**config.mk**
```make
export PLATFORM = sky130hd
export DESIGN_NAME = srrip_cmdq
export DESIGN_NICKNAME = d
export VERILOG_FILES = /design/src/rtl/srrip_pkg.sv /design/src/rtl/srrip_cmdq.sv
export SDC_FILE = /design/constraint.sdc
export NUM_CORES = 1
export LEC_CHECK = 0
export ABC_AREA = 1
export BUFFER_PORTS_ARGS = -buffer_cell sky130_fd_sc_hd__buf_2
export CORE_ASPECT_RATIO = 1.2
export CORE_MARGIN = 4
export CORE_UTILIZATION = 45
export DETAILED_ROUTE_END_ITERATION = 12
export HOLD_SLACK_MARGIN = 0.1
export PLACE_DENSITY = 0.7
export SLEW_MARGIN = 20
export SYNTH_ARGS = -nofsm -noshare
export SYNTH_HDL_FRONTEND = slang
export SYNTH_SLANG_ARGS = --single-unit
```
**constraint.sdc**
```tcl
create_clock -name clk_i -period 5.2 [get_ports clk_i]
set_input_delay 0.78 -clock clk_i [delete_from_list [all_inputs] [get_ports clk_i]]
set_output_delay 0.78 -clock clk_i [all_outputs]
set_load 0.005 [all_outputs]
```
**src/rtl/srrip_pkg.sv**
```systemverilog
// Shared types and constants of the SHiP-RRIP replacement block.
// No dependencies.
package srrip_pkg;

  localparam int ADDR_W     = 48;
  localparam int SET_IDX_W  = 11;
  localparam int WAY_IDX_W  = 4;
  localparam int SET_MAX_W  = 16;
  localparam int WAY_MAX_W  = 5;
  localparam int SIG_MAX_W  = 8;
  localparam int CFG_ADDR_W = 3;
  localparam int CFG_DATA_W = 32;

  localparam logic [CFG_ADDR_W-1:0] REG_STREAM_THR = 3'd0;
  localparam logic [1:0]            THR_RESET      = 2'd3;
  localparam logic [1:0]            RRPV_DISTANT   = 2'd3;
  localparam logic [1:0]            RRPV_NEAR      = 2'd0;
  localparam logic [1:0]            REUSE_INIT     = 2'd1;
  localparam logic [1:0]            CNT_MAX        = 2'd3;
  localparam logic [ADDR_W-1:0]     STRIDE_NEAR    = 48'd64;
  localparam logic [ADDR_W-1:0]     STRIDE_FAR     = 48'd128;

  typedef enum logic [1:0] {
    OP_VICTIM,
    OP_UPDATE,
    OP_STREAM
  } cmd_op_e;

  typedef enum logic [1:0] {
    BK_CLEAR,
    BK_IDLE,
    BK_EXEC
  } back_state_e;

  typedef struct packed {
    cmd_op_e                op;
    logic [SET_MAX_W-1:0]   set;
    logic [WAY_MAX_W-1:0]   way;
    logic [SIG_MAX_W-1:0]   sig;
    logic                   hit;
    logic [ADDR_W-1:0]      addr;
  } cmd_t;

endpackage

```
**src/rtl/srrip_cmdq.sv**
```systemverilog
// Two-entry command queue between the front and the back part.
// Depends on srrip_pkg.
module srrip_cmdq (
  input  logic             clk_i,
  input  logic             rst_ni,
  input  logic             push_i,
  input  srrip_pkg::cmd_t  data_i,
  output logic             full_o,
  input  logic             pop_i,
  output srrip_pkg::cmd_t  data_o,
  output logic             empty_o
);

  srrip_pkg::cmd_t ent_q [2];
  logic       wptr_q, wptr_d, rptr_q, rptr_d;
  logic [1:0] cnt_q, cnt_d;
  logic       do_push, do_pop;

  assign full_o  = (cnt_q == 2'd2);
  assign empty_o = (cnt_q == 2'd0);
  assign do_push = push_i && !full_o;
  assign do_pop  = pop_i && !empty_o;
  assign data_o  = ent_q[rptr_q];

  always_comb begin
    wptr_d = do_push ? ~wptr_q : wptr_q;
    rptr_d = do_pop ? ~rptr_q : rptr_q;
    cnt_d  = cnt_q + 2'(do_push) - 2'(do_pop);
  end

  always_ff @(posedge clk_i or negedge rst_ni) begin
    if (!rst_ni) begin
      wptr_q <= 1'b0;
      rptr_q <= 1'b0;
      cnt_q  <= 2'd0;
    end else begin
      wptr_q <= wptr_d;
      rptr_q <= rptr_d;
      cnt_q  <= cnt_d;
    end
  end

  always_ff @(posedge clk_i) begin
    if (do_push) begin
      ent_q[wptr_q] <= data_i;
    end
  end

endmodule

```
==> key figures <==
Route
  – Vias per inst: ~4.7
  – Routed wire per std cell: 14.9 microns
  – First DRT Iteration DRCs: about 160
  – 1st-pass router iterations: 4
  – Vias post-DR: approximately 3800
  – Routed WL: around 12000 microns
  – DRT antenna net count: 0
  – Drc violations: 0

Synth
  – Mux contribution to synthesized area: 0
  – Netlist cell types: 11
  – Top FF cell, synth: edfxtp_1
  – Mapped Cells: between 400 and 500
  – Synth Area in Simple Gates: 0.159
  – Main combinational cell family by area after synthesis: simple AND/OR/NAND/NOR gates
  – Post-Syn Area: 0.00609 sq mm
  – Most common cell in the netlist: nand2_1
  – Asr flop ratio synth: 0.0244
  – Share of the synthesized area in the top cell type: 0.789
  – Largest area contributor in the netlist: edfxtp_1
  – Adder-Cell Fraction of Synth Area: 0.00411
  – Post-Synth XOR/XNOR Area: 0
  – Register area share after synthesis: 0.806
  – Post-synth EDFFs: 160
  – Synth Area in Compound Gates: 0
  – Mapped Avg Cell Area: ~13 sq um
  – FF+latch count, synth: 164
  – Post-synth net total: 537
  – Synth top cells by count: 253 x nand2_1, 160 x edfxtp_1, 10 x inv_1
  – Largest cells by area after synthesis: edfxtp_1 79%, nand2_1 16%, buf_6 1.7%, dfrtp_1 1.6%, inv_1 0.62%
  – Synth Warn #: 0

STA
  – FMAX: about 370 MHz
  – Slew Limit Headroom: 0.332
  – Pins Over Slew Limit: 0
  – Clock skew: around 0.0076 ns
  – Final setup margin: approximately 2.5 ns
  – Fin Hold WS: 0.162 ns
  – Slew @ Worst Pin: between 1 and 1.5 ns
  – Number of hold violations in the final report: 0
  – Setup tns final: 0 ns
  – Setup violations, final: 0
  – RSZ-0062 raised after global routing: false
  – Post-layout min period: roughly 2.7 ns
  – Fin crit share: 0.519

Min path
  – Hold crit path type: in -> async

Critical path
  – Worst Setup End Kind: output pin
  – Crit-path cells: buf_4, nand2_1, nand2_1, buf_2
  – Critical path class: reg -> out
  – Critical-path top delay cell: buf_4
  – Max FO, Critical Path: between 80 and 90
  – Top Family by Delay on Critical Path: buffers and inverters
  – Critical Path RT: 4.42 ns
  – Crit path DAT: between 1.5 and 2 ns
  – CP most frequent cell: nand2_1
  – Count of buffer and inverter cells on the critical path: 2
  – Worst path max stage delay: 0.68 ns
  – CP startpoint kind: flip-flop

Floorplanning
  – Starting Density: 0.460
  – Row count: between 40 and 50
  – Die Area: about 0.015 sq mm
  – Die width: between 100 and 150 microns
  – Io pins: between 150 and 200
  – Area of the core: roughly 0.013 sq mm
  – Die H: approximately 140 microns

Clock network
  – Clk buf depth: 2
  – Clock Tree Root: clkbuf_16
  – # hold bufs at CTS: 0
  – Num CTS Buffers: 17
  – Worst-path clk slew: 0.06 ns
  – Setup bufs post-CTS: 0
  – Clock network latency to the later pin of the worst-skew pair: between 0.4 and 0.5 ns
  – Post_cts resized: 0
  – CTS tree: built
  – H-tree depth: 4
  – Clock tree sinks: around 160

Layout
  – Share of layout cells above drive strength 1: 0.315
  – Area Growth Syn to Fin: 25.1%
  – Number of inserted diodes: 0
  – Core Util, Final: 0.576
  – Nets: between 700 and 800

Global routing
  – Busiest layer in global routing: met2
  – Tot GR Track Use: 0.159
  – Vias in the first global route: 3932
  – GR Util met1: 0.177
  – Gr ovfl total: 0
  – Initial antenna violation count: 1
  – GR Layer Usage met3: 0.0567
  – Largest net degree at the start of global routing: approximately 80
  – First-pass GRT wire length: 18700 microns
  – Met2 usage in global routing: 0.269

Placed design
  – PortBufs: 165
  – Pre-CTS setup slack: 2.66 ns
  – Dpl hpwl: roughly 7700 microns
  – Gpl congestion: around 0.74

Run
  – Max cap viols: 0

Pwr
  – P per Cell Area: roughly 570 mW/mm^2
  – NetSw: around 1.3 mW
  – Leak: approximately 3.3 nW
  – Clock network power share: 0.287
  – Combinational share of power: 0.279
  – Reg power frac: 0.434
  – Internal Power: slightly below 3 mW
  – Sw frac: 0.309
  – VDD IR max: about 0.3 mV

Outcome
  – Status: completed
[stage by stage]
| stage | total power [mW] | instances | cell area [sq um] |
|---|---|---|---|
| 6_report | 4.31 | 802 | 7620 |
| 3_3_place_gp | 3.11 | 770 | 7030 |
| 3_5_place_dp | 3.14 | 770 | 7030 |
| 2_1_floorplan | 2.64 | 451 | 6090 |
| 5_1_grt | 4.59 | 802 | 7620 |
| 4_1_cts | 4.38 | 802 | 7620 |
[sequential cells by signal, summed over array words and instances, names as in the netlist]
| name | cells |
|---|---|
| wptr_q | 1 |
| ent_q | 160 |
| rptr_q | 1 |
| cnt_q | 2 |
[cell type report]
type	instances	area [sq um]
tap	168	210
fill	1087	5620
inverter	11	47.5
clock inverter	12	156
sequential	164	4910
clock buffer	20	437
multi-input combinational	259	1000
timing repair buffer	168	861
[worst paths after layout]
kind | from | endpoint | slack (ns) | depth (start not counted)
max in group asynchronous | rst_ni | rptr_q | 4.90 | 1
hold reg to reg | wptr_q | wptr_q | 0.48 | 2
min in group clk_i | wptr_q | wptr_q | 0.48 | 2
setup reg to reg | cnt_q[0] | ent_q[1][28] | 3.07 | 5
hold / removal | rst_ni | wptr_q | 0.16 | 1
setup / recovery | rptr_q | data_o[43] | 2.50 | 4
[metal layers]
metal,routed length (microns),vias to the layer above
met4,267,2
met5,13,-
li1,-,1851
met3,806,25
met2,6260,112
met1,4560,1767
[logic make-up (layout without fill, tap and decap cells)]
family | Yosys count | count (layout)
and+or+nand+nor | 257 | 257
adders and majority gates | 2 | 2
DFF | 164 | 164
buffers and inverters | 28 | 211
[power groups by stage]
| stage | combinational [mW] | clock, mW | sequential, mW |
|---|---|---|---|
| after CTS | 1.24 | 1.26 | 1.87 |
| after global placement | 1.22 | 0 | 1.89 |
| after detailed placement | 1.24 | 0 | 1.90 |
| after global routing | 1.37 | 1.32 | 1.89 |
| final | 1.20 | 1.24 | 1.87 |
| after floorplan | 0.734 | 0 | 1.91 |
[layout by cell type (no fill, tap or decap), drive strengths merged]
cell / instances
clkbuf: 20
inv: 11
bufinv: 3
nand2: 253
ha: 2
dfrtp: 4
nor2: 1
edfxtp: 160
clkinvlp: 3
buf: 168
nand3: 3
clkinv: 6
Power figures use the tool's default switching activity.
