===== config.mk =====
export PLATFORM = sky130hd
export DESIGN_NAME = srrip_front
export DESIGN_NICKNAME = d
export VERILOG_FILES = /design/src/rtl/srrip_pkg.sv /design/src/rtl/srrip_front.sv
export SDC_FILE = /design/constraint.sdc
export NUM_CORES = 1
export LEC_CHECK = 0
export BUFFER_PORTS_ARGS = -buffer_cell sky130_fd_sc_hd__buf_2
export CAP_MARGIN = 20
export CORE_AREA = 3 3 61 106
export DETAILED_ROUTE_END_ITERATION = 12
export DIE_AREA = 0 0 64 109
export PLACE_DENSITY = 0.89
export SLEW_MARGIN = 20
export SYNTH_ARGS = -nofsm -noshare
export SYNTH_HDL_FRONTEND = slang
export SYNTH_SLANG_ARGS = --single-unit

===== constraint.sdc =====
create_clock -name clk_i -period 12.8 [get_ports clk_i]
set_input_delay 0 -clock clk_i [delete_from_list [all_inputs] [get_ports clk_i]]
set_output_delay 0 -clock clk_i [all_outputs]
set_load 0.02 [all_outputs]

===== src/rtl/srrip_pkg.sv =====
// Shared types and constants of the SHiP-RRIP replacement block.
// No dependencies.
package srrip_pkg;

  localparam int ADDR_W     = 48;
  localparam int SET_IDX_W  = 11;
  localparam int WAY_IDX_W  = 4;
  localparam int SET_MAX_W  = 16;
  localparam int WAY_MAX_W  = 5;
  localparam int SIG_MAX_W  = 8;
  localparam int CFG_ADDR_W = 3;
  localparam int CFG_DATA_W = 32;

  localparam logic [CFG_ADDR_W-1:0] REG_STREAM_THR = 3'd0;
  localparam logic [1:0]            THR_RESET      = 2'd3;
  localparam logic [1:0]            RRPV_DISTANT   = 2'd3;
  localparam logic [1:0]            RRPV_NEAR      = 2'd0;
  localparam logic [1:0]            REUSE_INIT     = 2'd1;
  localparam logic [1:0]            CNT_MAX        = 2'd3;
  localparam logic [ADDR_W-1:0]     STRIDE_NEAR    = 48'd64;
  localparam logic [ADDR_W-1:0]     STRIDE_FAR     = 48'd128;

  typedef enum logic [1:0] {
    OP_VICTIM,
    OP_UPDATE,
    OP_STREAM
  } cmd_op_e;

  typedef enum logic [1:0] {
    BK_CLEAR,
    BK_IDLE,
    BK_EXEC
  } back_state_e;

  typedef struct packed {
    cmd_op_e                op;
    logic [SET_MAX_W-1:0]   set;
    logic [WAY_MAX_W-1:0]   way;
    logic [SIG_MAX_W-1:0]   sig;
    logic                   hit;
    logic [ADDR_W-1:0]      addr;
  } cmd_t;

endpackage


===== src/rtl/srrip_front.sv =====
// Front part: accepts items, folds the set index, forms the signature, classifies.
// Depends on srrip_pkg.
module srrip_front #(
  parameter int NUM_SETS = 2048,
  parameter int NUM_WAYS = 16,
  parameter int SIG_BITS = 4
) (
  input  logic                               clk_i,
  input  logic                               rst_ni,
  input  logic                               push,
  output logic                               full,
  input  logic                               req_type_i,
  input  logic [srrip_pkg::SET_IDX_W-1:0]    set_index_i,
  input  logic [srrip_pkg::WAY_IDX_W-1:0]    way_i,
  input  logic [srrip_pkg::ADDR_W-1:0]       addr_i,
  input  logic [srrip_pkg::ADDR_W-1:0]       pc_i,
  input  logic                               hit_i,
  input  logic                               busy_i,
  input  logic                               q_full_i,
  output logic                               q_push_o,
  output srrip_pkg::cmd_t                    q_data_o
);

  localparam int RECIP_SHIFT = 22;
  localparam logic [RECIP_SHIFT:0] RECIP = (RECIP_SHIFT+1)'((1 << RECIP_SHIFT) / NUM_SETS);
  localparam int PROD_W = srrip_pkg::SET_IDX_W + RECIP_SHIFT + 1;
  localparam int REM_W  = 28;

  logic                              f1_vld_q, f1_vld_d;
  logic                              f1_req_q, f1_hit_q;
  logic [srrip_pkg::SET_IDX_W-1:0]   f1_set_q, f1_quo_q;
  logic [srrip_pkg::WAY_IDX_W-1:0]   f1_way_q;
  logic [srrip_pkg::ADDR_W-1:0]      f1_addr_q;
  logic [SIG_BITS-1:0]               f1_pcsig_q;
  logic [PROD_W-1:0]                 prod;
  logic                              accept, advance;
  logic [REM_W-1:0]                  qn, rem, rem_fix;
  logic [srrip_pkg::SET_MAX_W-1:0]   set_red;
  logic [SIG_BITS-1:0]               sig;

  assign full    = busy_i || (f1_vld_q && q_full_i);
  assign accept  = push && !full;
  assign advance = f1_vld_q && !q_full_i;
  assign prod    = PROD_W'(set_index_i) * PROD_W'(RECIP);

  // quotient estimate is low by at most one; one correction step
  assign qn      = REM_W'(f1_quo_q) * REM_W'(NUM_SETS);
  assign rem     = REM_W'(f1_set_q) - qn;
  assign rem_fix = (rem >= REM_W'(NUM_SETS)) ? rem - REM_W'(NUM_SETS) : rem;
  assign set_red = rem_fix[srrip_pkg::SET_MAX_W-1:0];
  assign sig     = f1_pcsig_q ^ set_red[SIG_BITS-1:0];

  always_comb begin
    q_data_o      = '0;
    q_data_o.set  = set_red;
    q_data_o.way  = srrip_pkg::WAY_MAX_W'(f1_way_q);
    q_data_o.sig  = srrip_pkg::SIG_MAX_W'(sig);
    q_data_o.hit  = f1_hit_q;
    q_data_o.addr = f1_addr_q;
    if (!f1_req_q) begin
      q_data_o.op = srrip_pkg::OP_VICTIM;
    end else if (32'(f1_way_q) < NUM_WAYS) begin
      q_data_o.op = srrip_pkg::OP_UPDATE;
    end else begin
      q_data_o.op = srrip_pkg::OP_STREAM;
    end
  end

  assign q_push_o = advance;

  always_comb begin
    f1_vld_d = f1_vld_q;
    if (accept) begin
      f1_vld_d = 1'b1;
    end else if (advance) begin
      f1_vld_d = 1'b0;
    end
  end

  always_ff @(posedge clk_i or negedge rst_ni) begin
    if (!rst_ni) begin
      f1_vld_q <= 1'b0;
    end else begin
      f1_vld_q <= f1_vld_d;
    end
  end

  always_ff @(posedge clk_i) begin
    if (accept) begin
      f1_req_q   <= req_type_i;
      f1_hit_q   <= hit_i;
      f1_set_q   <= set_index_i;
      f1_quo_q   <= prod[RECIP_SHIFT +: srrip_pkg::SET_IDX_W];
      f1_way_q   <= way_i;
      f1_addr_q  <= addr_i;
      f1_pcsig_q <= pc_i[SIG_BITS+1:2];
    end
  end

endmodule


==> flow_summary.json <==
{
  "outcome": "completed",
  "setup.worst_path.start": "f1_vld_q",
  "numCtsBuffers": 9,
  "finalCritPeriodShare_pct": 16.81,
  "drv_cap": 0,
  "synthXorXnorAreaFrac_pct": 1.542,
  "hp-start": "q_full_i",
  "tightestPinTransition_ns": 1.023,
  "cts.sinks": 70,
  "syn_to_final_growth_pct": 76.10,
  "yosysSeqAreaShare_pct": 92.29,
  "synth_compound_area_share_pct": 0.2203,
  "nets": 439,
  "leakagePower_nw": 1.717,
  "synth_warnings": 0,
  "stdcell_count": 402,
  "antenna_found_initial": 0,
  "finalWirelength_um": 6538,
  "rsz0062_at_grt": "no",
  "gr-total-overflow": 0,
  "crit_type": "reg -> reg",
  "start_util_pct": 40.36,
  "io_buffers": 144,
  "r2r_start": "f1_vld_q",
  "fin_crit_ns": 2.152,
  "critPathMaxFanout": 35,
  "grtUsageTotal_pct": 19.92,
  "vias": 1690,
  "synthMuxAreaShare_pct": 0,
  "ctsHoldBuffers": 74,
  "slew_headroom_pct": 31.62,
  "postLayoutCoreUtil_pct": 71.07,
  "tns_ns": 0,
  "rows": 36,
  "avgSynthCellArea_um2": 24.17,
  "synthDistinctLibCells": 10,
  "place_hpwl_um": 3796,
  "cts-resized-gates": 0,
  "grt_pass1_vias": 1832,
  "clk_pin_slew_worst_paths_ns": 0.07,
  "postCtsSetupRepairBufs": 0,
  "finalHoldViolCount": 0,
  "die_x_um": 64,
  "synth_cells": 94,
  "peakVddDrop_v": 0.00009665,
  "synthAdderAreaFrac_pct": 0,
  "drv_slew": 0,
  "whs_ns": 0.2511,
  "setup_violations": 0,
  "syn-cell-area_um2": 2272,
  "powerDensity_nw_per_um2": 128.6,
  "drtIter0Drc": 73,
  "firstDrtPassIters": 4,
  "clockBufferDepth": 2,
  "place_congestion": 0.7183,
  "yosys.area_share.simple_pct": 1.487,
  "cts_tree": "yes",
  "io_pins": 200,
  "insertion_delay_ns": 0.33,
  "arrival_ns": 2.13,
  "cp-start-kind": "flop",
  "die_area_um2": 6976,
  "synth_top_family_by_area": "buffers and inverters",
  "worstPathRequired_ns": 12.78,
  "worst_hold_path_type": "in -> reg",
  "grt_pass1_wl_um": 9735,
  "viasPerCell": 4.204,
  "htree_levels": 3,
  "cp-end-kind": "flop",
  "skew_ns": 0.007266,
  "post-route-drc-count": 0,
  "cts-root-buf": "clkbuf_8",
  "grt_max_degree": 36,
  "wire_per_inst_um": 16.26,
  "n_fill_cell": 332,
  "numPlacedInstances": 312,
  "ant_nets": 0,
  "die_y_um": 109,
  "ys_ff_latch": 70,
  "coreArea_um2": 5630,
  "drive_gt1_share_pct": 49.69,
  "max_freq_mhz": 464.8,
  "diodes": 0
}
[worst paths after layout]
check / depth (start not counted) / slack [ns] / endpoint
worst max-delay path: 2 / 10.65 / f1_addr_q[12]
worst min-delay path: 2 / 0.25 / f1_set_q[9]
worst max register to register: 2 / 10.65 / f1_addr_q[12]
worst min register to register: 1 / 0.90 / f1_set_q[9]
max in group asynchronous: 3 / 12.17 / f1_vld_q
min in group asynchronous: 3 / 0.53 / f1_vld_q
[cell families (layout without fill, tap and decap cells)]
| group | Yosys count | after routing |
|---|---|---|
| buffers and inverters | 13 | 235 |
| flip-flops | 70 | 70 |
| other | 1 | 11 |
| XOR/XNOR | 4 | 4 |
| AND/OR/NAND/NOR | 5 | 5 |
| AO/OA/AOI/OAI | 1 | 1 |
[worst max-delay path, cell delays in order (launching register included)]
cell and delay (ns):
dfrtp_1 0.42, a21oi_4 0.82, buf_4 0.53
[sequential cells by signal, summed over array words and instances, names as in the netlist]
name,flops
f1_pcsig_q,4
f1_addr_q,48
f1_vld_q,1
f1_set_q,11
f1_hit_q,1
f1_req_q,1
f1_way_q,4
[through the flow]
stage	instance area [um^2]	power (mW)	setup slack [ns]
2_1_floorplan	2310	0.2963	8.530
5_1_grt	4001	0.5358	10.46
6_report	4001	0.5144	10.65
3_3_place_gp	3047	0.3133	10.70
4_1_cts	4001	0.5168	10.62
3_5_place_dp	3047	0.3148	10.64
[routing by layer]
layer  share of wire, %  global-route usage, %
met1                 31                  19.54
met2                 58                  36.64
met3                8.4                  6.701
met4                1.9                  9.583
met5                  0                      0
[power by group]
part           switching [mW]  internal [mW]  leakage (nW)
Sequential            0.00321          0.264         0.655
Clock                  0.0759          0.109         0.106
Combinational          0.0320         0.0302         0.957
Total                   0.111          0.403          1.72
[synth_stat cells]
master | count | area share, %
buf_4 | 13 | 4.3
nand2_1 | 2 | 0.33
edfxtp_1 | 69 | 91
nand2b_4 | 1 | 0.61
nor2b_1 | 1 | 0.28
dfrtp_1 | 1 | 1.1
xor2_1 | 4 | 1.5
nand2b_1 | 1 | 0.28
conb_1 | 1 | 0.17
a21oi_1 | 1 | 0.22
[layout by cell type, fill, tap and decap left out, drive strengths merged]
cell type    netlist  final
clkinvlp           0      1
conb               1     11
bufinv             0      2
clkinv             0      3
dfrtp              1      1
xor2               4      4
edfxtp            69     69
nand2b             2      2
nand2              2      2
dlygate4sd3        0     74
buf               13    145
a21oi              1      1
clkbuf             0     10
nor2b              1      1
[layout make-up]
| class | count | area [um^2] | area share [%] |
|---|---|---|---|
| Sequential cell | 70 | 2097 | 52.41 |
| Timing Repair Buffer | 219 | 1469 | 36.71 |
| Clock buffer | 10 | 127.6 | 3.189 |
| Multi-Input combinational cell | 21 | 126.4 | 3.158 |
| Tap cell | 76 | 95.09 | 2.376 |
| Clock inverter | 6 | 86.33 | 2.158 |
Power figures use the tool's default switching activity.
